### src/rtl/bba_pkg.sv
package bba_pkg;

  localparam int REQ_W    = 32;
  localparam int ADDR_W   = 19;
  localparam int LEVEL_W  = 4;
  localparam int STATUS_W = 2;
  localparam int LIMIT_W  = 5;
  // request plus header, wide enough for any legal parameter set
  localparam int NEED_W   = 34;

  localparam logic [LIMIT_W-1:0] LIMIT_RESET = 5'd16;

  typedef enum logic [STATUS_W-1:0] {
    ALLOC_GRANTED   = 2'd0,
    ALLOC_TOO_LARGE = 2'd1,
    ALLOC_NO_REGION = 2'd2
  } alloc_status_t;

  typedef struct packed {
    logic load_need;
    logic load_fit;
    logic load_search;
    logic commit;
  } dp_cmd_t;

  typedef struct packed {
    logic out_full;
  } dp_stat_t;

endpackage

### src/rtl/bba_if.sv
interface bba_req_if;
  logic                        valid;
  logic                        ready;
  logic [bba_pkg::REQ_W-1:0]   request_size;

  modport source (output valid, request_size, input ready);
  modport sink   (input valid, request_size, output ready);
endinterface

interface bba_rsp_if;
  logic                         valid;
  logic                         ready;
  logic [bba_pkg::STATUS_W-1:0] status;
  logic [bba_pkg::ADDR_W-1:0]   payload_address;
  logic [bba_pkg::LEVEL_W-1:0]  granted_level;

  modport source (output valid, status, payload_address, granted_level, input ready);
  modport sink   (input valid, status, payload_address, granted_level, output ready);
endinterface

### src/rtl/buddy_block_allocate.sv
// Buddy allocator, allocation side only. Each word on in_req asks for
// request_size payload bytes; HEADER_BYTES is added and the smallest level
// (block = MIN_BLOCK_BYTES << level, up to TOP_LEVEL) that fits is chosen.
// A free block at that level is granted, else the lowest larger free block
// is split down with each upper buddy left free, else the pool grows by one
// region at the next address. out_rsp returns status (0 granted, 1 too
// large, 2 out of regions), payload_address (block base + header, modulo
// 2^19) and granted_level; address and level are zero on failure. cfg_we /
// cfg_wdata write the region limit (reset 16, clamped to MAX_REGIONS); write
// it only while idle. Timing: an accepted request passes the controller's
// fit, search and commit steps, the result word being registered at the
// commit, and the next request is taken in the cycle after the commit, so
// no new request is taken before the last is committed; a waiting result
// does not block the next acceptance, only the next commit. The free list
// is cleared by reset at once, no clearing pass.
module buddy_block_allocate #(
  parameter int MIN_BLOCK_BYTES = 32,
  parameter int TOP_LEVEL       = 10,
  parameter int HEADER_BYTES    = 32,
  parameter int MAX_REGIONS     = 16
) (
  input  logic                        clk,
  input  logic                        rst_n,
  bba_req_if.sink                     in_req,
  bba_rsp_if.source                   out_rsp,
  input  logic                        cfg_we,
  input  logic [bba_pkg::LIMIT_W-1:0] cfg_wdata
);

  bba_pkg::dp_cmd_t  cmd;
  bba_pkg::dp_stat_t stat;

  // sequencing: idle -> fit -> search -> commit
  bba_ctrl u_ctrl (
    .clk      (clk),
    .rst_n    (rst_n),
    .in_valid (in_req.valid),
    .in_ready (in_req.ready),
    .stat     (stat),
    .cmd      (cmd)
  );

  // free list, region counter, limit register and output word
  bba_datapath #(
    .MIN_BLOCK_BYTES (MIN_BLOCK_BYTES),
    .TOP_LEVEL       (TOP_LEVEL),
    .HEADER_BYTES    (HEADER_BYTES),
    .MAX_REGIONS     (MAX_REGIONS)
  ) u_dp (
    .clk          (clk),
    .rst_n        (rst_n),
    .cmd          (cmd),
    .stat         (stat),
    .request_size (in_req.request_size),
    .cfg_we       (cfg_we),
    .cfg_wdata    (cfg_wdata),
    .out_valid    (out_rsp.valid),
    .out_ready    (out_rsp.ready),
    .out_status   (out_rsp.status),
    .out_address  (out_rsp.payload_address),
    .out_level    (out_rsp.granted_level)
  );

endmodule

### src/rtl/bba_ctrl.sv
module bba_ctrl (
  input  logic              clk,
  input  logic              rst_n,
  input  logic              in_valid,
  output logic              in_ready,
  input  bba_pkg::dp_stat_t stat,
  output bba_pkg::dp_cmd_t  cmd
);

  typedef enum logic [3:0] {
    S_IDLE   = 4'b0001,
    S_FIT    = 4'b0010,
    S_SEARCH = 4'b0100,
    S_DONE   = 4'b1000
  } state_t;

  state_t state_r, state_nxt;

  always_comb begin
    state_nxt = state_r;
    cmd       = '0;
    in_ready  = 1'b0;
    unique case (state_r)
      S_IDLE: begin
        in_ready = 1'b1;
        if (in_valid) begin
          cmd.load_need = 1'b1;
          state_nxt     = S_FIT;
        end
      end
      S_FIT: begin
        cmd.load_fit = 1'b1;
        state_nxt    = S_SEARCH;
      end
      S_SEARCH: begin
        cmd.load_search = 1'b1;
        state_nxt       = S_DONE;
      end
      S_DONE: begin
        // wait for a free output slot
        if (!stat.out_full) begin
          cmd.commit = 1'b1;
          state_nxt  = S_IDLE;
        end
      end
      default: state_nxt = S_IDLE;
    endcase
  end

  always_ff @(posedge clk) begin
    if (!rst_n) begin
      state_r <= S_IDLE;
    end else begin
      state_r <= state_nxt;
    end
  end

endmodule

### src/rtl/bba_datapath.sv
module bba_datapath #(
  parameter int MIN_BLOCK_BYTES = 32,
  parameter int TOP_LEVEL       = 10,
  parameter int HEADER_BYTES    = 32,
  parameter int MAX_REGIONS     = 16
) (
  input  logic                           clk,
  input  logic                           rst_n,
  input  bba_pkg::dp_cmd_t               cmd,
  output bba_pkg::dp_stat_t              stat,
  input  logic [bba_pkg::REQ_W-1:0]      request_size,
  input  logic                           cfg_we,
  input  logic [bba_pkg::LIMIT_W-1:0]    cfg_wdata,
  output logic                           out_valid,
  input  logic                           out_ready,
  output logic [bba_pkg::STATUS_W-1:0]   out_status,
  output logic [bba_pkg::ADDR_W-1:0]     out_address,
  output logic [bba_pkg::LEVEL_W-1:0]    out_level
);

  localparam int LEVELS = TOP_LEVEL + 1;
  localparam int LVL_W  = $clog2(LEVELS);
  localparam int NW     = bba_pkg::NEED_W;
  localparam int AW     = bba_pkg::ADDR_W;
  localparam logic [NW-1:0] REGION_BYTES = NW'(MIN_BLOCK_BYTES) << TOP_LEVEL;
  localparam logic [AW-1:0] REGION_STEP  = AW'(REGION_BYTES);
  localparam logic [AW-1:0] HDR          = AW'(HEADER_BYTES);

  logic [NW-1:0]                    need_r;
  logic [LVL_W-1:0]                 lvl_r, fit_lvl;
  logic                             too_large_r;
  logic [LVL_W-1:0]                 src_r, src;
  logic                             found_r, found;
  logic                             oor_r, oor;
  logic [AW-1:0]                    base_r;
  logic [LEVELS-1:0]                free_valid_r, free_valid_nxt;
  logic [AW-1:0]                    free_base_r [LEVELS];
  logic [bba_pkg::LIMIT_W-1:0]      regions_r, regions_nxt;
  logic [bba_pkg::LIMIT_W-1:0]      limit_r;
  logic                             grant;
  logic                             out_valid_r;
  logic [bba_pkg::STATUS_W-1:0]     out_status_r;
  logic [AW-1:0]                    out_address_r;
  logic [bba_pkg::LEVEL_W-1:0]      out_level_r;
  bba_pkg::alloc_status_t           res_status;

  // smallest level whose block holds the request
  always_comb begin
    fit_lvl = LVL_W'(TOP_LEVEL);
    for (int k = TOP_LEVEL - 1; k >= 0; k--) begin
      if ((NW'(MIN_BLOCK_BYTES) << k) >= need_r) fit_lvl = LVL_W'(k);
    end
  end

  // lowest free level at or above the fit
  always_comb begin
    src   = LVL_W'(TOP_LEVEL);
    found = 1'b0;
    for (int k = TOP_LEVEL; k >= 0; k--) begin
      if (free_valid_r[k] && (LVL_W'(k) >= lvl_r)) begin
        src   = LVL_W'(k);
        found = 1'b1;
      end
    end
  end

  assign oor   = (regions_r >= limit_r) || (32'(regions_r) >= MAX_REGIONS);
  assign grant = !too_large_r && (found_r || !oor_r);

  always_comb begin
    priority if (too_large_r) res_status = bba_pkg::ALLOC_TOO_LARGE;
    else if (!grant)          res_status = bba_pkg::ALLOC_NO_REGION;
    else                      res_status = bba_pkg::ALLOC_GRANTED;
  end

  always_comb begin
    free_valid_nxt = free_valid_r;
    regions_nxt    = regions_r;
    if (cmd.commit && grant) begin
      if (found_r) free_valid_nxt[src_r] = 1'b0;
      else         regions_nxt = regions_r + 1'b1;
      for (int k = 0; k < LEVELS; k++) begin
        if ((LVL_W'(k) >= lvl_r) && (LVL_W'(k) < src_r)) free_valid_nxt[k] = 1'b1;
      end
    end
  end

  always_ff @(posedge clk) begin
    if (cmd.load_need) need_r <= NW'(request_size) + NW'(HEADER_BYTES);
    if (cmd.load_fit) begin
      lvl_r       <= fit_lvl;
      too_large_r <= need_r > REGION_BYTES;
    end
    if (cmd.load_search) begin
      src_r   <= src;
      found_r <= found;
      oor_r   <= oor;
      base_r  <= found ? free_base_r[src] : AW'(AW'(regions_r) * REGION_STEP);
    end
    // upper buddies on the split path
    for (int k = 0; k < LEVELS; k++) begin
      if (cmd.commit && grant && (LVL_W'(k) >= lvl_r) && (LVL_W'(k) < src_r))
        free_base_r[k] <= base_r + AW'(NW'(MIN_BLOCK_BYTES) << k);
    end
    if (cmd.commit) begin
      out_status_r  <= res_status;
      out_address_r <= grant ? base_r + HDR : '0;
      out_level_r   <= grant ? bba_pkg::LEVEL_W'(lvl_r) : '0;
    end
  end

  always_ff @(posedge clk) begin
    if (!rst_n) begin
      free_valid_r <= '0;
      regions_r    <= '0;
      limit_r      <= bba_pkg::LIMIT_RESET;
      out_valid_r  <= 1'b0;
    end else begin
      free_valid_r <= free_valid_nxt;
      regions_r    <= regions_nxt;
      if (cfg_we) limit_r <= cfg_wdata;
      if (cmd.commit)     out_valid_r <= 1'b1;
      else if (out_ready) out_valid_r <= 1'b0;
    end
  end

  assign stat.out_full = out_valid_r && !out_ready;
  assign out_valid     = out_valid_r;
  assign out_status    = out_status_r;
  assign out_address   = out_address_r;
  assign out_level     = out_level_r;

  a_region_grow: assert property (@(posedge clk) disable iff (!rst_n)
    cmd.commit && grant && !found_r |=> regions_r == $past(regions_r) + 1'b1)
    else $error("region count did not advance on pool growth");

  a_split_free: assert property (@(posedge clk) disable iff (!rst_n)
    cmd.commit && grant && (lvl_r != src_r) |=> free_valid_r[$past(lvl_r)])
    else $error("buddy at granted level not left free after split");

  a_fail_zero: assert property (@(posedge clk) disable iff (!rst_n)
    out_valid_r && (out_status_r != bba_pkg::ALLOC_GRANTED)
      |-> (out_address_r == '0) && (out_level_r == '0))
    else $error("failed word carries nonzero address or level");

endmodule
### src/flat_wrapper.sv
// flat-port wrapper written by rule: the top's interface ports become plain ports
module buddy_block_allocate_flat 
#(
  parameter int MIN_BLOCK_BYTES = 32,
  parameter int TOP_LEVEL       = 10,
  parameter int HEADER_BYTES    = 32,
  parameter int MAX_REGIONS     = 16
)
  (clk, rst_n, cfg_we, cfg_wdata, in_req_valid, in_req_request_size, in_req_ready, out_rsp_valid, out_rsp_status, out_rsp_payload_address, out_rsp_granted_level, out_rsp_ready);
  bba_req_if in_req_i ();
  bba_rsp_if out_rsp_i ();
  input  logic clk;
  input  logic rst_n;
  input  logic cfg_we;
  input  logic [bba_pkg::LIMIT_W-1:0] cfg_wdata;
  input wire logic [$bits(in_req_i.valid)-1:0] in_req_valid;
  input wire logic [$bits(in_req_i.request_size)-1:0] in_req_request_size;
  output wire logic [$bits(in_req_i.ready)-1:0] in_req_ready;
  output wire logic [$bits(out_rsp_i.valid)-1:0] out_rsp_valid;
  output wire logic [$bits(out_rsp_i.status)-1:0] out_rsp_status;
  output wire logic [$bits(out_rsp_i.payload_address)-1:0] out_rsp_payload_address;
  output wire logic [$bits(out_rsp_i.granted_level)-1:0] out_rsp_granted_level;
  input wire logic [$bits(out_rsp_i.ready)-1:0] out_rsp_ready;
  assign in_req_i.valid = in_req_valid;
  assign in_req_i.request_size = in_req_request_size;
  assign in_req_ready = in_req_i.ready;
  assign out_rsp_valid = out_rsp_i.valid;
  assign out_rsp_status = out_rsp_i.status;
  assign out_rsp_payload_address = out_rsp_i.payload_address;
  assign out_rsp_granted_level = out_rsp_i.granted_level;
  assign out_rsp_i.ready = out_rsp_ready;
  buddy_block_allocate #(.MIN_BLOCK_BYTES(MIN_BLOCK_BYTES), .TOP_LEVEL(TOP_LEVEL), .HEADER_BYTES(HEADER_BYTES), .MAX_REGIONS(MAX_REGIONS)) u_core (.clk(clk), .rst_n(rst_n), .in_req(in_req_i), .out_rsp(out_rsp_i), .cfg_we(cfg_we), .cfg_wdata(cfg_wdata));
endmodule
### config.mk
export PLATFORM = sky130hd
export DESIGN_NAME = buddy_block_allocate_flat
export DESIGN_NICKNAME = d
export VERILOG_FILES = /design/src/rtl/bba_pkg.sv /design/src/rtl/bba_if.sv /design/src/rtl/buddy_block_allocate.sv /design/src/rtl/bba_ctrl.sv /design/src/rtl/bba_datapath.sv /design/src/flat_wrapper.sv
export SDC_FILE = /design/constraint.sdc
export NUM_CORES = 1
export LEC_CHECK = 0
export ABC_AREA = 1
export BUFFER_PORTS_ARGS = -buffer_cell sky130_fd_sc_hd__buf_2
export CAP_MARGIN = 20
export CORE_MARGIN = 5
export CORE_UTILIZATION = 45
export CTS_CLUSTER_SIZE = 24
export DETAILED_ROUTE_END_ITERATION = 7
export REMOVE_ABC_BUFFERS = 1
export SLEW_MARGIN = 10
export SYNTH_ARGS = -nofsm -noshare
export SYNTH_HDL_FRONTEND = slang
export SYNTH_SLANG_ARGS = --single-unit
### constraint.sdc
create_clock -name clk -period 8.9 [get_ports clk]
set_input_delay 1.78 -clock clk [delete_from_list [all_inputs] [get_ports clk]]
set_output_delay 1.78 -clock clk [all_outputs]
set_load 0.05 [all_outputs]
# Word level (Yosys, flattened, before mapping)
# Memories as Yosys holds them, arrays and structs flattened.
# Cells that the tools add are included.
[op_classes]
add_sub_neg = 13
n_lt_le_gt_ge = 37
n_eq_ne = 6
muxes = 80
bitwise = 3
reduce_logical = 81
[ops]
columns = ["op", "count"]
rows = [
  ["$mux W1", 55],
  ["$logic_and A1 B1 Y1", 48],
  ["$mux W4", 11],
  ["$ge A10 B34 Y1 const A", 1],
  ["$ge A11 B34 Y1 const A", 1],
  ["$ge A12 B34 Y1 const A", 1],
  ["$ge A13 B34 Y1 const A", 1],
  ["$ge A14 B34 Y1 const A", 1],
  ["$ge A15 B34 Y1 const A", 1],
  ["$ge A6 B34 Y1 const A", 1],
  ["$ge A7 B34 Y1 const A", 1],
  ["$ge A8 B34 Y1 const A", 1],
  ["$ge A9 B34 Y1 const A", 1],
  ["$gt A34 B16 Y1 const B", 1],
  ["$add A32 B6 Y33 const B", 1],
  ["$reduce_and A2 Y1", 13],
  ["$reduce_bool A2 Y1", 12],
  ["$add A19 B10 Y19 const B", 1],
  ["$add A19 B11 Y19 const B", 1],
  ["$add A19 B12 Y19 const B", 1],
  ["$add A19 B13 Y19 const B", 1],
  ["$add A19 B14 Y19 const B", 1],
  ["$add A19 B15 Y19 const B", 1],
  ["$add A19 B16 Y19 const B", 1],
  ["other kinds (36)", 62],
]
[totals]
reg_bits = 115
ramBits = 209
in_bits = 42
wordCells = 250
n_memories = 1
[mem_list]
columns = ["name", "words", "word_bits", "rd", "rd_clocked_by_memory_dff", "wr", "line", "source"]
rows = [
  ["u_core.u_dp.free_base_r", 11, 19, 1, 0, 11, "bba_datapath.sv:37", "logic [AW-1:0] free_base_r [LEVELS];"],
]

# Logic depth before layout (Yosys ltp)
# Gate-level depths: netlist (run 1).
[logic_depth]
ltp_word = 14
ltp_mapped = 21
mapped_depth_nobuf = 20

# Hierarchy
# From an unflattened synthesis (run 1), not the netlist that was laid out.
[unflattened]
cells_unflattened = 1553
area_unflattened_um2 = 15367.2
[by_module_without_submodules]
columns = ["mod", "instances", "cells_each", "area_each_um2"]
rows = [
  ["bba_datapath", 1, 1514, 15137.0],
  ["bba_ctrl", 1, 39, 230.2],
]

# Worst setup path after synthesis (run 1)
# No wires, ideal clock.
[synth_path]
kind = "input to register"
startpoint = "in out_rsp_ready"
endpoint = "mem u_core.u_dp.free_base_r[0][0] (netlist name) (enable)"
t_arrival_ns = 5.345
required_ns = 8.453
slack_ns = 3.108
stages = 4
n_path_buf = 0
path_cell_list = "nor2_1 nor2_1 nand2_1 nor4_1"
[synth_lines]
columns = ["element", "line", "source"]
rows = [
  ["from (decl)", "flat_wrapper.sv:23", "input wire logic [$bits(out_rsp_i.ready)-1:0] out_rsp_ready;"],
  ["to (decl)", "bba_datapath.sv:37", ""],
]

# Worst setup path in the final report (run 1)
[layout_path]
startpoint = "reg u_core.u_dp.lvl_r[3]"
endpoint = "reg u_core.u_dp.base_r[16] (data pin)"
[layout_between]
elab_chain_cells = 14
word_cells_on_any_way = 45
classes_between = "order compare (11); mux (22); reduce/logical (11); memory (1)"
[layout_rtl]
columns = ["element", "line", "source"]
rows = [
  ["from (decl)", "bba_datapath.sv:30", "logic [LVL_W-1:0] lvl_r, fit_lvl;"],
  ["from (signal assigned)", "bba_datapath.sv:91", "lvl_r <= fit_lvl;"],
  ["$ge A4 B4 Y1", "bba_datapath.sv:60", "if (free_valid_r[k] && (LVL_W'(k) >= lvl_r)) begin"],
  ["$logic_and A1 B1 Y1", "bba_datapath.sv:60", ""],
  ["$mux W2 / $mux W1 (equally long branches)", "bba_datapath.sv:60", ""],
  ["$mux W4 / $mux W1 (equally long branches) (9 in a row)", "bba_datapath.sv:60", ""],
  ["$mem_v2 Z11 W19 / $mux W1 (equally long branches)", "--", ""],
  ["$mux W19 (*)", "bba_datapath.sv:98", "base_r <= found ? free_base_r[src] : AW'(AW'(regions_r) * REGION_STEP);"],
  ["to (signal assigned)", "bba_datapath.sv:98", ""],
  ["to (decl)", "bba_datapath.sv:35", "logic [AW-1:0] base_r;"],
]
# Mark *: on every way between the ends. The rest lies on a longest branch, timed or not.
# A chain may end at the register's enable or synchronous reset.

==> summary.md, run 1 <==
| Metric | Value |
|---|---|
| Maximum number of pins on one net before global-route repair | `79` |
| Kind of start point of the critical path | `flop` |
| Count of vias placed by the detailed router | `~11k` |
| Largest stage delay on the critical path | `roughly 0.76 ns` |
| Crit. End Element | `flop` |
| Start-to-end type of the worst setup path | `reg2reg` |
| Summed instance area of the synthesized netlist | `roughly 0.015 mm^2` |
| Iteration-0 DRC Markers | `between 700 and 800` |
| Min-Delay Path Class | `reg2reg` |
| Global-route usage over all layers | `0.1946` |
| Signed area change from the synthesized netlist to the final layout | `13.11%` |
| Sequential share of power | `0.520` |
| Switching pwr | `around 0.63 mW` |
| H-tree levels | `2` |
| Post-synth cell types | `between 40 and 50` |
| Post-route clock period utilization | `0.4427` |
| Fraction of the mapped netlist area in compound gates | `0.05649` |
| Area of the core | `~0.034 mm^2` |
| Clock group share of total power | `0.459` |
| Combinational group share of total power | `0.022` |
| Peak ir drop on the vdd network | `~0.00016 V` |
| Post-CTS setup buffer count | `0` |
| Clock net sink count | `between 300 and 400` |
| Ys async rst share | `0` |
| Hpwl dp | `roughly 24000 um` |
| Clock slew at the register clock pins of the worst setup and hold paths | `around 0.06 ns` |
| Number of input and output port buffers inserted | `68` |
| Total setup violations reported at the end of the flow | `0` |
| Final wirelength | `37640 um` |
| Outcome | `finished clean` |
| Cell at the slowest stage of the critical path | `sky130_fd_sc_hd__buf_4` |
| Slew of the pin with the lowest slew margin | `approximately 1.1 ns` |
| Per-cell routed wire length | `between 15 and 20 um` |
| Max Fclk | `roughly 250 MHz` |
| Initial cell density of the core | `0.4565` |
| Remaining DRCs | `0` |
| Total of flip-flops plus latches after synthesis | `roughly 320` |
| Share of synthesized cell area in full adder, half adder and majority cells | `0.01471` |
| Die width | `about 200 um` |
| Prevailing post-synth register cell | `sky130_fd_sc_hd__edfxtp_1` |
| Worst-case headroom to the max-slew limit | `0.2770` |
| Final #Nets | `around 1.7k` |
| Antenna Violating Nets Remaining | `0` |
| Clk_skew | `roughly 0.018 ns` |
| Final weighted congestion in routability-driven placement | `just under 0.9` |
| Count of warnings emitted by yosys | `0` |
| Full die area | `approximately 0.038 mm^2` |
| First-pass DRT Iterations | `7` |
| Filler instances | `a little over 3k` |
| Internal portion of total power | `2.580 mW` |
| Synthesized instance count | `around 1.5k` |
| Maximum fanout along the worst path | `just under 80` |
| Top-level I/O count | `69` |
| Main combinational cell family by area after synthesis | `simple AND/OR/NAND/NOR gates` |
| Crit path cell chain | `inv_1 -> nor2_2 -> nor2_1 -> nand2_1 -> nand2_1 -> nand2_1 -> nand2_1 -> nand2_1 -> nand2_1 -> nand2_2 -> nand2_4 -> buf_4 -> nand2_4 -> buf_4 -> nand2_1 -> nand3_1 -> nand2_1 -> nand2_1 -> nand3_1 -> nand2_1 -> inv_1` |
| Total power density per cell area | `approximately 190 mW/mm^2` |
| Site row count | `67` |
| Utilization after layout | `0.5163` |
| Cts repair resizes | `0` |
| RSZ-0062 raised after global routing | `no` |
| Switching Share | `0.1962` |
| Worst path most repeated cell | `sky130_fd_sc_hd__nand2_1` |
| Clk_lat worst skew | `0.51 ns` |
| Signal arrival time at the worst endpoint | `~4.2 ns` |
| Vertical extent of the die | `194.4 um` |
| Number of global-route vias before repair | `10.53k` |
| Antenna cells | `0` |
| Antenna violations before repair | `0` |
| Synthesized-area fraction occupied by xor and xnor cells | `0.02461` |
| Clock Path Buffers | `3` |
| Number of violations of the max-capacitance limit | `0` |
| Power after layout | `3.210 mW` |
| TritonCTS clock tree | `yes` |
| Cts-stage hold buffer count | `0` |
| Multi-input gate area in the final layout | `between 0.004 and 0.005 mm^2` |
| Share of synthesized cell area in and, or, nand and nor gates | `0.2113` |
| Avg Cell Area, Syn | `9.907 um^2` |
| Remaining global-route overflow | `0` |
| Required arrival time at the worst endpoint | `around 9.2 ns` |
| Final number of max-transition violations | `0` |
| Pleak | `~7.1 nW` |
| Portion of the post-synthesis area used by sequential elements | `0.6167` |
| Total CTS buffers | `35` |
| Vias per cell | `5.227` |
| Post-layout minimum cycle time | `slightly below 4 ns` |
| Post-synth EDFFs | `slightly below 300` |
| Number of endpoints with negative hold slack in the final report | `0` |
| Sequential Area | `0.009439 mm^2` |
| Fraction of layout cells with a size suffix above 1 | `0.09945` |
| First-pass GRT wire length | `approximately 58000 um` |
| Total Negative Setup Slacks | `0 ns` |
| Root Buffer | `sky130_fd_sc_hd__clkbuf_16` |
| Post-synthesis mux area share | `0.001471` |
==> final timing paths <==
check / startpoint / end / slack (ns) / depth (start not counted)
worst min-delay path: u_core.u_dp.limit_r[2]$_SDFFE_PN0P_ / u_core.u_dp.limit_r[2]$_SDFFE_PN0P_ / 0.47 / 2
worst max register to register: u_core.u_dp.lvl_r[3]$_SDFFCE_PP0N_ / u_core.u_dp.base_r[16]$_DFFE_PP_ / 4.96 / 21
worst max-delay path: u_core.u_dp.lvl_r[3]$_SDFFCE_PP0N_ / u_core.u_dp.base_r[16]$_DFFE_PP_ / 4.96 / 21
worst min register to register: u_core.u_dp.limit_r[2]$_SDFFE_PN0P_ / u_core.u_dp.limit_r[2]$_SDFFE_PN0P_ / 0.47 / 2
==> worst max-delay path, delay by kind of cell, from the launching register on <==
family,cells,cell delay [ns]
flip-flops,1,0.47
buffers and inverters,4,1.29
AND/OR/NAND/NOR,17,1.83
==> cell type report <==
cell class	instances	share of cell area
sequential	323	0.5452
multi-input combinational	937	0.2761
clock buffer	47	0.05738
inverter	231	0.05008
tap	448	0.03238
timing repair buffer	86	0.02905
clock inverter	15	0.009829
==> cell usage in the layout, fill, tap and decap left out, types with 3 or more instances in the layout <==
cell type,n
sky130_fd_sc_hd__inv_2,5
sky130_fd_sc_hd__xor2_1,37
sky130_fd_sc_hd__clkbuf_1,7
sky130_fd_sc_hd__xnor2_1,6
sky130_fd_sc_hd__buf_4,16
sky130_fd_sc_hd__a31oi_1,3
sky130_fd_sc_hd__clkinv_1,11
sky130_fd_sc_hd__dfxtp_1,26
sky130_fd_sc_hd__nand3b_1,62
sky130_fd_sc_hd__nand4_1,7
sky130_fd_sc_hd__edfxtp_1,297
sky130_fd_sc_hd__clkbuf_16,37
sky130_fd_sc_hd__nand3_1,153
sky130_fd_sc_hd__a211oi_1,3
sky130_fd_sc_hd__ha_1,18
sky130_fd_sc_hd__a21oi_1,50
sky130_fd_sc_hd__inv_1,224
sky130_fd_sc_hd__nand2_1,350
sky130_fd_sc_hd__o211ai_1,17
sky130_fd_sc_hd__buf_2,68
sky130_fd_sc_hd__nor2_1,105
sky130_fd_sc_hd__clkbuf_8,3
sky130_fd_sc_hd__o21ai_0,68
sky130_fd_sc_hd__bufinv_16,4
sky130_fd_sc_hd__o21ai_1,4
sky130_fd_sc_hd__nor4_1,3
sky130_fd_sc_hd__nor3_1,13
sky130_fd_sc_hd__nor2_2,8
sky130_fd_sc_hd__o21a_1,6
==> per-stage QoR <==
step	worst slack [ns]	instances	hold slack, ns	area, um^2
after floorplan	3.108	1491	0.4367	15030
after global placement	4.490	2023	0.4529	16110
after detailed placement	4.456	2023	0.4595	16110
after CTS	4.934	2085	0.4671	17270
after global routing	4.627	2087	0.4796	17310
final	4.960	2087	0.4651	17310
==> Yosys cell counts, types with 18 or more instances <==
cell,instances,area share
sky130_fd_sc_hd__nand2_1,351,0.086
sky130_fd_sc_hd__edfxtp_1,297,0.58
sky130_fd_sc_hd__inv_1,224,0.055
sky130_fd_sc_hd__nand3_1,154,0.050
sky130_fd_sc_hd__nor2_1,111,0.027
sky130_fd_sc_hd__o21ai_0,68,0.022
sky130_fd_sc_hd__nand3b_1,62,0.030
sky130_fd_sc_hd__a21oi_1,50,0.016
sky130_fd_sc_hd__xor2_1,37,0.021
sky130_fd_sc_hd__dfxtp_1,26,0.034
sky130_fd_sc_hd__clkbuf_1,25,0.0061
sky130_fd_sc_hd__ha_1,18,0.015
==> power groups by stage <==
stage                     sequential, mW  combinational (mW)  clock [mW]
after floorplan                     1.70              0.0426           0
after global placement              1.70              0.0690           0
after detailed placement            1.70              0.0704           0
after CTS                           1.67              0.0707        1.50
after global routing                1.67              0.0798        1.56
final                               1.67              0.0697        1.47
==> kinds of logic after synthesis <==
logic type               after synthesis
AO/OA/AOI/OAI                        155
XOR/XNOR                              43
adder cells (fa/ha/maj)               18
buffers and inverters                285
flip-flops                           323
multiplexers                           2
AND/OR/NAND/NOR                      719
==> routing by layer <==
layer  vias up  share of wire  global-route usage  wire length (um)
li1       5306              -                   -                 -
met1      5193           0.43              0.2572             16170
met4         0          0.025             0.05964               941
met3        57          0.059             0.02753              2239
met2       352           0.49              0.3345             18280
met5         -              0                   0                 0
==> state kept, by name (all words and copies together), names as in the netlist <==
signal                    cells
u_core.u_dp.oor_r             1
u_core.u_dp.src_r             4
u_core.u_dp.out_valid         1
u_core.u_dp.out_level         4
u_core.u_dp.out_status        2
u_core.u_dp.found_r           1
u_core.u_dp.free_base_r     209
u_core.u_dp.out_address      19
u_core.u_ctrl.state_r         4
u_core.u_dp.lvl_r             4
u_core.u_dp.too_large_r       1
u_core.u_dp.need_r           33
u_core.u_dp.base_r           19
u_core.u_dp.limit_r           5
u_core.u_dp.regions_r         5
u_core.u_dp.free_valid_r     11
No activity file was read; power rests on OpenSTA's default activity.
==> inputs of run 2 (changes only) <==
clock period = 3.7 ns   (was 8.9 ns; I/O delays follow)
==> run 2 against run 1 <==
  * First-iteration DRC count increased by 7.0%
  * Utilization increased by 0.28 points
  * Fmax increased by 40%
  * Clock skew decreased by 0.0022 ns
  * Total power increased by 140%
  * Critical path type unchanged
  * Largest power group unchanged
==> summary.md, run 2 (synthesis gave the netlist of run 1 again) <==
| Metric | Value |
|---|---|
| Antenna cells | `0 (unchanged)` |
| Full die area | `0.03780 mm^2 (unchanged)` |
| Vias per cell | `5.175 (-0.99%)` |
| Largest registers | `u_core.u_dp.free_base_r: 209 flops, u_core.u_dp.need_r: 33 flops` |
| Largest stage delay on the critical path | `0.49 ns (-0.27 ns)` |
| Clock Path Buffers | `3 (unchanged)` |
| Initial cell density of the core | `0.4565 (unchanged)` |
| Final weighted congestion in routability-driven placement | `0.8637 (-2.3%)` |
| Min-Delay Path Class | `in2reg` |
| Total setup violations reported at the end of the flow | `0 (unchanged)` |
| Filler instances | `3064 (+1.4%)` |
| Number of input and output port buffers inserted | `68 (unchanged)` |
| Maximum fanout along the worst path | `39 (-50%)` |
| Iteration-0 DRC Markers | `752 (+7.0%)` |
| Total CTS buffers | `36 (+2.9%)` |
| Hpwl dp | `23900 um (+1.2%)` |
| Flip-flop count of the largest register, all copies and words added | `209 (unchanged)` |
| Required arrival time at the worst endpoint | `3.97 ns (-5.19 ns)` |
| Post-CTS setup buffer count | `0 (unchanged)` |
| Clk_lat worst skew | `0.52 ns (about the same)` |
| Site row count | `67 (unchanged)` |
| Antenna violations before repair | `0 (unchanged)` |
| Root Buffer | `sky130_fd_sc_hd__clkbuf_16` |
| Top-level I/O count | `69 (unchanged)` |
| Final wirelength | `38170 um (+1.4%)` |
| Largest register by flop count | `u_core.u_dp.free_base_r` |
| Peak ir drop on the vdd network | `0.0003629 V (+130%)` |
| Area of the core | `0.03353 mm^2 (unchanged)` |
| Post-route clock period utilization | `0.7625 (+0.3199)` |
| Clk_skew | `0.01630 ns (-0.002183 ns)` |
| Post-Layout Cell Count | `2104 (+0.81%)` |
| Maximum number of pins on one net before global-route repair | `74 (-6.3%)` |
| Cts repair resizes | `0 (unchanged)` |
| Signed area change from the synthesized netlist to the final layout | `13.73%` |
| Post-layout minimum cycle time | `2.821 ns (-1.118 ns)` |
| Most used cells in the layout excluding fill and tap cells | `350 x sky130_fd_sc_hd__nand2_1, 297 x sky130_fd_sc_hd__edfxtp_1, 224 x sky130_fd_sc_hd__inv_1` |
| Crit. End Element | `flop` |
| First-pass GRT wire length | `59730 um (+2.7%)` |
| TritonCTS clock tree | `yes` |
| Total power density per cell area | `437.6 mW/mm^2 (+140%)` |
| Slew of the pin with the lowest slew margin | `0.9977 ns (-0.08560 ns)` |
| Number of violations of the max-capacitance limit | `0 (unchanged)` |
| Cts-stage hold buffer count | `0 (unchanged)` |
| Crit path cell chain | `nor2_2 -> nand2_1 -> nand2_1 -> nand2_1 -> nand2_1 -> nand2_1 -> nand2_1 -> nand2_1 -> nand2_1 -> nand2_1 -> nand2_2 -> nand2_4 -> nand2_4 -> buf_12 -> nand2_1 -> nand3_1 -> nand2_1 -> nand2_1 -> nand3_1 -> nand2_1 -> inv_1` |
| Kind of start point of the critical path | `flop` |
| Remaining global-route overflow | `0 (unchanged)` |
| Clock slew at the register clock pins of the worst setup and hold paths | `0.06 ns (about the same)` |
| Cell at the slowest stage of the critical path | `sky130_fd_sc_hd__edfxtp_1` |
| Vertical extent of the die | `194.4 um (unchanged)` |
| Antenna Violating Nets Remaining | `0 (unchanged)` |
| Leading cell type in the layout, fill and taps excluded | `sky130_fd_sc_hd__nand2_1` |
| Global-route usage over all layers | `0.1987 (+0.004096)` |
| Power after layout | `7.618 mW (+140%)` |
| Placed Cells incl. Taps | `2041 (+0.89%)` |
| Worst-case headroom to the max-slew limit | `0.3342 (+0.05713)` |
| Final number of max-transition violations | `0 (unchanged)` |
| Number of global-route vias before repair | `10.69k (+1.6%)` |
| Final #Nets | `1691 (+1.0%)` |
| Clock net sink count | `323 (unchanged)` |
| First-pass DRT Iterations | `5 (-2)` |
| Outcome | `finished clean` |
| Pleak | `7.166 nW (+1.0%)` |
| Remaining DRCs | `0 (unchanged)` |
| Count of vias placed by the detailed router | `10.89k (-0.18%)` |
| Signal arrival time at the worst endpoint | `3.09 ns (-1.11 ns)` |
| Die width | `194.4 um (unchanged)` |
| H-tree levels | `2 (unchanged)` |
| Number of endpoints with negative hold slack in the final report | `0 (unchanged)` |
| Max Fclk | `354.4 MHz (+40%)` |
| Per-cell routed wire length | `18.14 um (+0.59%)` |
| Worst path most repeated cell | `sky130_fd_sc_hd__nand2_1` |
| RSZ-0062 raised after global routing | `no` |
| Fraction of layout cells with a size suffix above 1 | `0.1069 (+0.007433)` |
| Start-to-end type of the worst setup path | `reg2reg` |
==> run 2: cell count changes in the layout (fill, tap and decap cells not counted), moves of 2 or more <==
cell                       before  now
sky130_fd_sc_hd__clkinv_2       0    3
sky130_fd_sc_hd__buf_12         0    4
sky130_fd_sc_hd__clkbuf_8       3    0
sky130_fd_sc_hd__inv_6          0    2
sky130_fd_sc_hd__clkbuf_1       7    9
sky130_fd_sc_hd__buf_4         16   30
==> run 2: metrics by stage <==
step | setup slack, ns | hold WS (ns) | TNS [ns] | utilization | instance area (um^2)
3_5_place_dp | 0.6637 | 0.4553 | 0 | 0.4859 | 16290
4_1_cts | 0.8813 | 0.3873 | 0 | 0.5191 | 17410
3_3_place_gp | 0.6995 | 0.4504 | 0 | 0.4859 | 16290
5_1_grt | 0.6403 | 0.3918 | 0 | 0.5191 | 17410
2_1_floorplan | -1.761 | 0.4367 | -86.41 | - | 15030
6_report | 0.8786 | 0.4049 | 0 | 0.5191 | 17410
==> run 2: routing by layer <==
metal  wire length, um  vias up  global-route usage  share of wire
met4               824        0             0.04557          0.022
met5                 0        -                   0              0
met3              2426       75             0.03151          0.064
met2             18620      350              0.3465           0.49
li1                  -     5343                   -              -
met1             16300     5120              0.2627           0.43
==> run 2: critical path: cells and delay by family, from the launching register on <==
| kind | cells | cell delay (ns) |
|---|---|---|
| simple gates | 19 | 1.77 |
| flops | 1 | 0.49 |
| buf+inv | 2 | 0.31 |
==> run 2: cell type report <==
class,count,area [um^2],area share
clock buffer,46,959.7,0.05513
sequential,323,9439,0.5422
multi-input combinational,937,4780,0.2746
inverter,231,867.1,0.04981
tap,448,560.5,0.03220
clock inverter,17,156.4,0.008984
timing repair buffer,102,645.6,0.03709
==> run 2: final timing paths <==
check             slack [ns]  cells past startpoint                                 from                                    to
setup / recovery        0.88                     21   u_core.u_dp.lvl_r[1]$_SDFFCE_PP0N_  u_core.u_dp.base_r[13]$_SDFFCE_PP0P_
hold / removal          0.40                      1               in_req_request_size[1]       u_core.u_dp.need_r[1]$_DFFE_PP_
setup reg to reg        0.88                     21   u_core.u_dp.lvl_r[1]$_SDFFCE_PP0N_  u_core.u_dp.base_r[13]$_SDFFCE_PP0P_
hold reg to reg         0.46                      2  u_core.u_dp.limit_r[1]$_SDFFE_PN0P_   u_core.u_dp.limit_r[1]$_SDFFE_PN0P_
==> run 2: report_power, final <==
part | total (mW) | internal (mW) | leakage, nW | switching, mW
registers | 4.01 | 3.99 | 2.86 | 0.0195
logic | 0.171 | 0.0574 | 3.76 | 0.113
clock network | 3.44 | 2.04 | 0.544 | 1.40
==> inputs of run 3 (changes only) <==
clock period = 2.6 ns   (was 3.7 ns; I/O delays follow)
==> run 3 against run 2 <==
  * Clock skew shrank 0.0074 ns
  * Setup slack lost 0.85 ns
  * First-iteration DRC count grew 33%
  * Sequential power grew 42%
  * Critical path depth shrank 1
  * Count of clock-buffer cells in the layout grew 4
  * Via count grew 5.9%
  * Largest power group unchanged
  * Global-route usage grew 1.1 points
  * Utilization grew 3.2 points
  * Sequential share of layout area shrank 3.2 points
==> summary.md, run 3 (synthesis gave the netlist of run 1 again) <==
| Metric | Value |
|---|---|
| Full die area | `0.03780 mm^2 (unchanged)` |
| Fraction of layout cells with a size suffix above 1 | `0.1603 (+0.05339)` |
| Maximum number of pins on one net before global-route repair | `46 (-38%)` |
| Iteration-0 DRC Markers | `998 (+33%)` |
| Hold worst-path end | `u_core.u_dp.need_r[2]$_DFFE_PP_` |
| Number of global-route vias before repair | `11.30k (+5.6%)` |
| Worst hold margin | `0.1793 ns (-0.2255 ns)` |
| Total Negative Setup Slacks | `0 ns (unchanged)` |
| Sequential share of power | `0.519 (-0.007)` |
| FF-to-FF setup slack | `0.03 ns (-0.85 ns)` |
| Placed Cells incl. Taps | `2076 (+1.7%)` |
| Min-Delay Path Class | `in2reg` |
| Worst path buffer plus inverter count | `3 (+1)` |
| Total power density per cell area | `595.2 mW/mm^2 (+36%)` |
| Worst-case headroom to the max-slew limit | `0.5848 (+0.2506)` |
| Post-Layout Cell Count | `2170 (+3.1%)` |
| Root Buffer | `sky130_fd_sc_hd__clkbuf_16` |
| Top-level I/O count | `69 (unchanged)` |
| Peak ir drop on the vdd network | `0.0005187 V (+43%)` |
| Die width | `194.4 um (unchanged)` |
| Signal arrival time at the worst endpoint | `2.85 ns (-0.24 ns)` |
| Cell family with the largest share of critical-path delay | `simple AND/OR/NAND/NOR gates` |
| Antenna Violating Nets Remaining | `0 (unchanged)` |
| Pleak | `7.655 nW (+6.8%)` |
| Clock Path Buffers | `3 (unchanged)` |
| Routing usage on met1 | `0.2792 (+0.01650)` |
| Kind of start point of the critical path | `flop` |
| Clock slew at the register clock pins of the worst setup and hold paths | `0.06 ns (about the same)` |
| Origin of the critical flop-to-flop path | `u_core.u_dp.lvl_r[1]$_SDFFCE_PP0N_` |
| Cell area after layout | `0.01849 mm^2 (+6.2%)` |
| Clock net sink count | `323 (unchanged)` |
| Start-to-end type of the worst setup path | `reg2reg` |
| Worst-case setup margin in the final layout | `0.03272 ns (-0.8459 ns)` |
| First-pass GRT wire length | `62560 um (+4.7%)` |
| Switching pwr | `2.219 mW (+45%)` |
| Filler instances | `3000 (-2.1%)` |
| First-pass DRT Iterations | `6 (+1)` |
| Clk_skew | `0.008921 ns (-0.007383 ns)` |
| Number of endpoints with negative hold slack in the final report | `0 (unchanged)` |
| Cts-stage hold buffer count | `0 (unchanged)` |
| Remaining DRCs | `0 (unchanged)` |
| Most used cells in the layout excluding fill and tap cells | `335 x sky130_fd_sc_hd__nand2_1, 297 x sky130_fd_sc_hd__edfxtp_1, 223 x sky130_fd_sc_hd__inv_1` |
| Placed instance area | `0.01674 mm^2 (+2.8%)` |
| Cell at the slowest stage of the critical path | `sky130_fd_sc_hd__edfxtp_1` |
| H-tree levels | `2 (unchanged)` |
| Post-route clock period utilization | `0.9874 (+0.2249)` |
| Worst path most repeated cell | `sky130_fd_sc_hd__nand2_1` |
| Switching Share | `0.2017 (+0.0007570)` |
| Antenna violations before repair | `0 (unchanged)` |
| Final weighted congestion in routability-driven placement | `0.8854 (+2.5%)` |
| Flip-flop count of the largest register, all copies and words added | `209 (unchanged)` |
| Initial cell density of the core | `0.4565 (unchanged)` |
| Final number of max-transition violations | `0 (unchanged)` |
| End of the worst register-to-register path | `u_core.u_dp.base_r[16]$_DFFE_PP_` |
| Number of cells on the worst hold path | `1 (unchanged)` |
| Final wirelength | `42400 um (+11%)` |
| Crit. End Element | `flop` |
| Critical hold path startpoint | `in_req_request_size[2]` |
| Global-route usage over all layers | `0.2094 (+0.01070)` |
| Remaining global-route overflow | `0 (unchanged)` |
| Clk_lat worst skew | `0.52 ns (about the same)` |
| Largest registers | `u_core.u_dp.free_base_r: 209 flops, u_core.u_dp.need_r: 33 flops` |
| Clock group share of total power | `0.457 (+0.006)` |
| Crit path cell chain | `buf_6 -> nor2_4 -> nor2_4 -> nor2_2 -> nand2_2 -> nand2_1 -> nand2_1 -> nand2_1 -> nand2_1 -> nand2_2 -> nand2_4 -> nand2_8 -> nand2_8 -> clkbuf_16 -> nand2_1 -> nand3_1 -> a21oi_1 -> nand3_1 -> nand2_1 -> inv_1` |
| Per-cell routed wire length | `19.54 um (+7.7%)` |
| Hpwl dp | `25040 um (+4.8%)` |
| Sequential Area | `0.009439 mm^2 (unchanged)` |
| Outcome | `finished clean` |
| Count of vias placed by the detailed router | `11.53k (+5.9%)` |
| Busiest layer in global routing | `met2` |
| GR met2 Demand/Resource | `0.3515 (+0.005035)` |
| TritonCTS clock tree | `yes` |
| Power after layout | `11.00 mW (+44%)` |
| Slew of the pin with the lowest slew margin | `0.6221 ns (-0.3756 ns)` |
| Maximum fanout along the worst path | `6 (-85%)` |
| Number of violations of the max-capacitance limit | `0 (unchanged)` |
| Combinational group share of total power | `0.024 (+0.002)` |
| Utilization after layout | `0.5513 (+0.03213)` |
| Area of the core | `0.03353 mm^2 (unchanged)` |
| Number of input and output port buffers inserted | `68 (unchanged)` |
| Post-layout minimum cycle time | `2.567 ns (-0.2541 ns)` |
| Max Fclk | `389.5 MHz (+9.9%)` |
| Vertical extent of the die | `194.4 um (unchanged)` |
| Internal portion of total power | `8.783 mW (+44%)` |
| Site row count | `67 (unchanged)` |
| Total CTS buffers | `37 (+2.8%)` |
| Signed area change from the synthesized netlist to the final layout | `20.77%` |
| Met3 layer usage reported by global route | `0.03289 (+0.001385)` |
| DP Worst Slack | `-0.1115 ns (-0.7752 ns)` |
| Required arrival time at the worst endpoint | `2.88 ns (-1.09 ns)` |
| Crit. path cell count | `20 (-4.8%)` |
| Multi-input gate area in the final layout | `0.004922 mm^2 (+3.0%)` |
| Largest register by flop count | `u_core.u_dp.free_base_r` |
| RSZ-0062 raised after global routing | `yes` |
| Leading cell type in the layout, fill and taps excluded | `sky130_fd_sc_hd__nand2_1` |
| Total setup violations reported at the end of the flow | `0 (unchanged)` |
| Vias per cell | `5.312 (+2.6%)` |
| Final #Nets | `1757 (+3.9%)` |
| R2R cell count | `20 (-4.8%)` |
| Antenna cells | `0 (unchanged)` |
| Largest stage delay on the critical path | `0.48 ns (about the same)` |
## run 3: cell count changes in the layout (fill, tap and decap cells not counted), moves of 6 or more
cell	previous run	this run
sky130_fd_sc_hd__nand3_2	2	8
sky130_fd_sc_hd__nand3_1	153	147
sky130_fd_sc_hd__buf_12	4	23
sky130_fd_sc_hd__buf_4	30	62
sky130_fd_sc_hd__clkbuf_16	37	45
sky130_fd_sc_hd__nand2_2	2	13
sky130_fd_sc_hd__buf_6	0	6
sky130_fd_sc_hd__nand2_1	350	335
## run 3: worst max-delay path by stage
stage,startpoint,end
after floorplan,u_core.u_dp.lvl_r[3]$_SDFFCE_PP0N_,u_core.u_dp.base_r[0]$_SDFFCE_PP0P_
after global placement,in_req_request_size[5],u_core.u_dp.need_r[31]$_DFFE_PP_
after detailed placement,in_req_request_size[5],u_core.u_dp.need_r[31]$_DFFE_PP_
after CTS,u_core.u_dp.lvl_r[1]$_SDFFCE_PP0N_,u_core.u_dp.base_r[10]$_SDFFCE_PP0P_
after global routing,u_core.u_dp.lvl_r[1]$_SDFFCE_PP0N_,u_core.u_dp.base_r[12]$_SDFFCE_PP0P_
final,u_core.u_dp.lvl_r[1]$_SDFFCE_PP0N_,u_core.u_dp.base_r[16]$_DFFE_PP_
## run 3: power groups by stage
| stage | combinational [mW] | clock, mW | sequential (mW) |
|---|---|---|---|
| global route | 0.295 | 5.34 | 5.71 |
| CTS | 0.256 | 5.12 | 5.71 |
| floorplan | 0.146 | 0 | 5.81 |
| finish | 0.263 | 5.03 | 5.71 |
| global placement | 0.246 | 0 | 5.81 |
| detailed placement | 0.254 | 0 | 5.82 |
## run 3: area by class of cell
class,count,share of cell area
clock inverter,14,0.006430
clock buffer,50,0.05665
timing repair buffer,167,0.08258
tap,448,0.03032
sequential,323,0.5106
multi-input combinational,937,0.2663
inverter,231,0.04711
## run 3: repair_timing
action,4_1_cts,5_1_grt
buffers inserted,0,20
gates resized for setup,0,50
endpoints found under the setup margin,0,19
## run 3: routing by layer
metal / part of all wire / wire length [um] / up-vias
li1: - / - / 5485
met1: 0.41 / 17490 / 5462
met2: 0.48 / 20180 / 475
met3: 0.077 / 3275 / 105
met4: 0.034 / 1456 / 0
met5: 0 / 0 / -
## run 3: worst reg2reg max path: stages (launching register included)
cell and delay, ns:
sky130_fd_sc_hd__edfxtp_1 0.48, sky130_fd_sc_hd__buf_6 0.17, sky130_fd_sc_hd__nor2_4 0.10, sky130_fd_sc_hd__nor2_4 0.05, sky130_fd_sc_hd__nor2_2 0.09, sky130_fd_sc_hd__nand2_2 0.06, sky130_fd_sc_hd__nand2_1 0.05, sky130_fd_sc_hd__nand2_1 0.04
sky130_fd_sc_hd__nand2_1 0.05, sky130_fd_sc_hd__nand2_1 0.06, sky130_fd_sc_hd__nand2_2 0.08, sky130_fd_sc_hd__nand2_4 0.07, sky130_fd_sc_hd__nand2_8 0.14, sky130_fd_sc_hd__nand2_8 0.11, sky130_fd_sc_hd__clkbuf_16 0.20, sky130_fd_sc_hd__nand2_1 0.06
sky130_fd_sc_hd__nand3_1 0.07, sky130_fd_sc_hd__a21oi_1 0.20, sky130_fd_sc_hd__nand3_1 0.11, sky130_fd_sc_hd__nand2_1 0.08, sky130_fd_sc_hd__inv_1 0.04
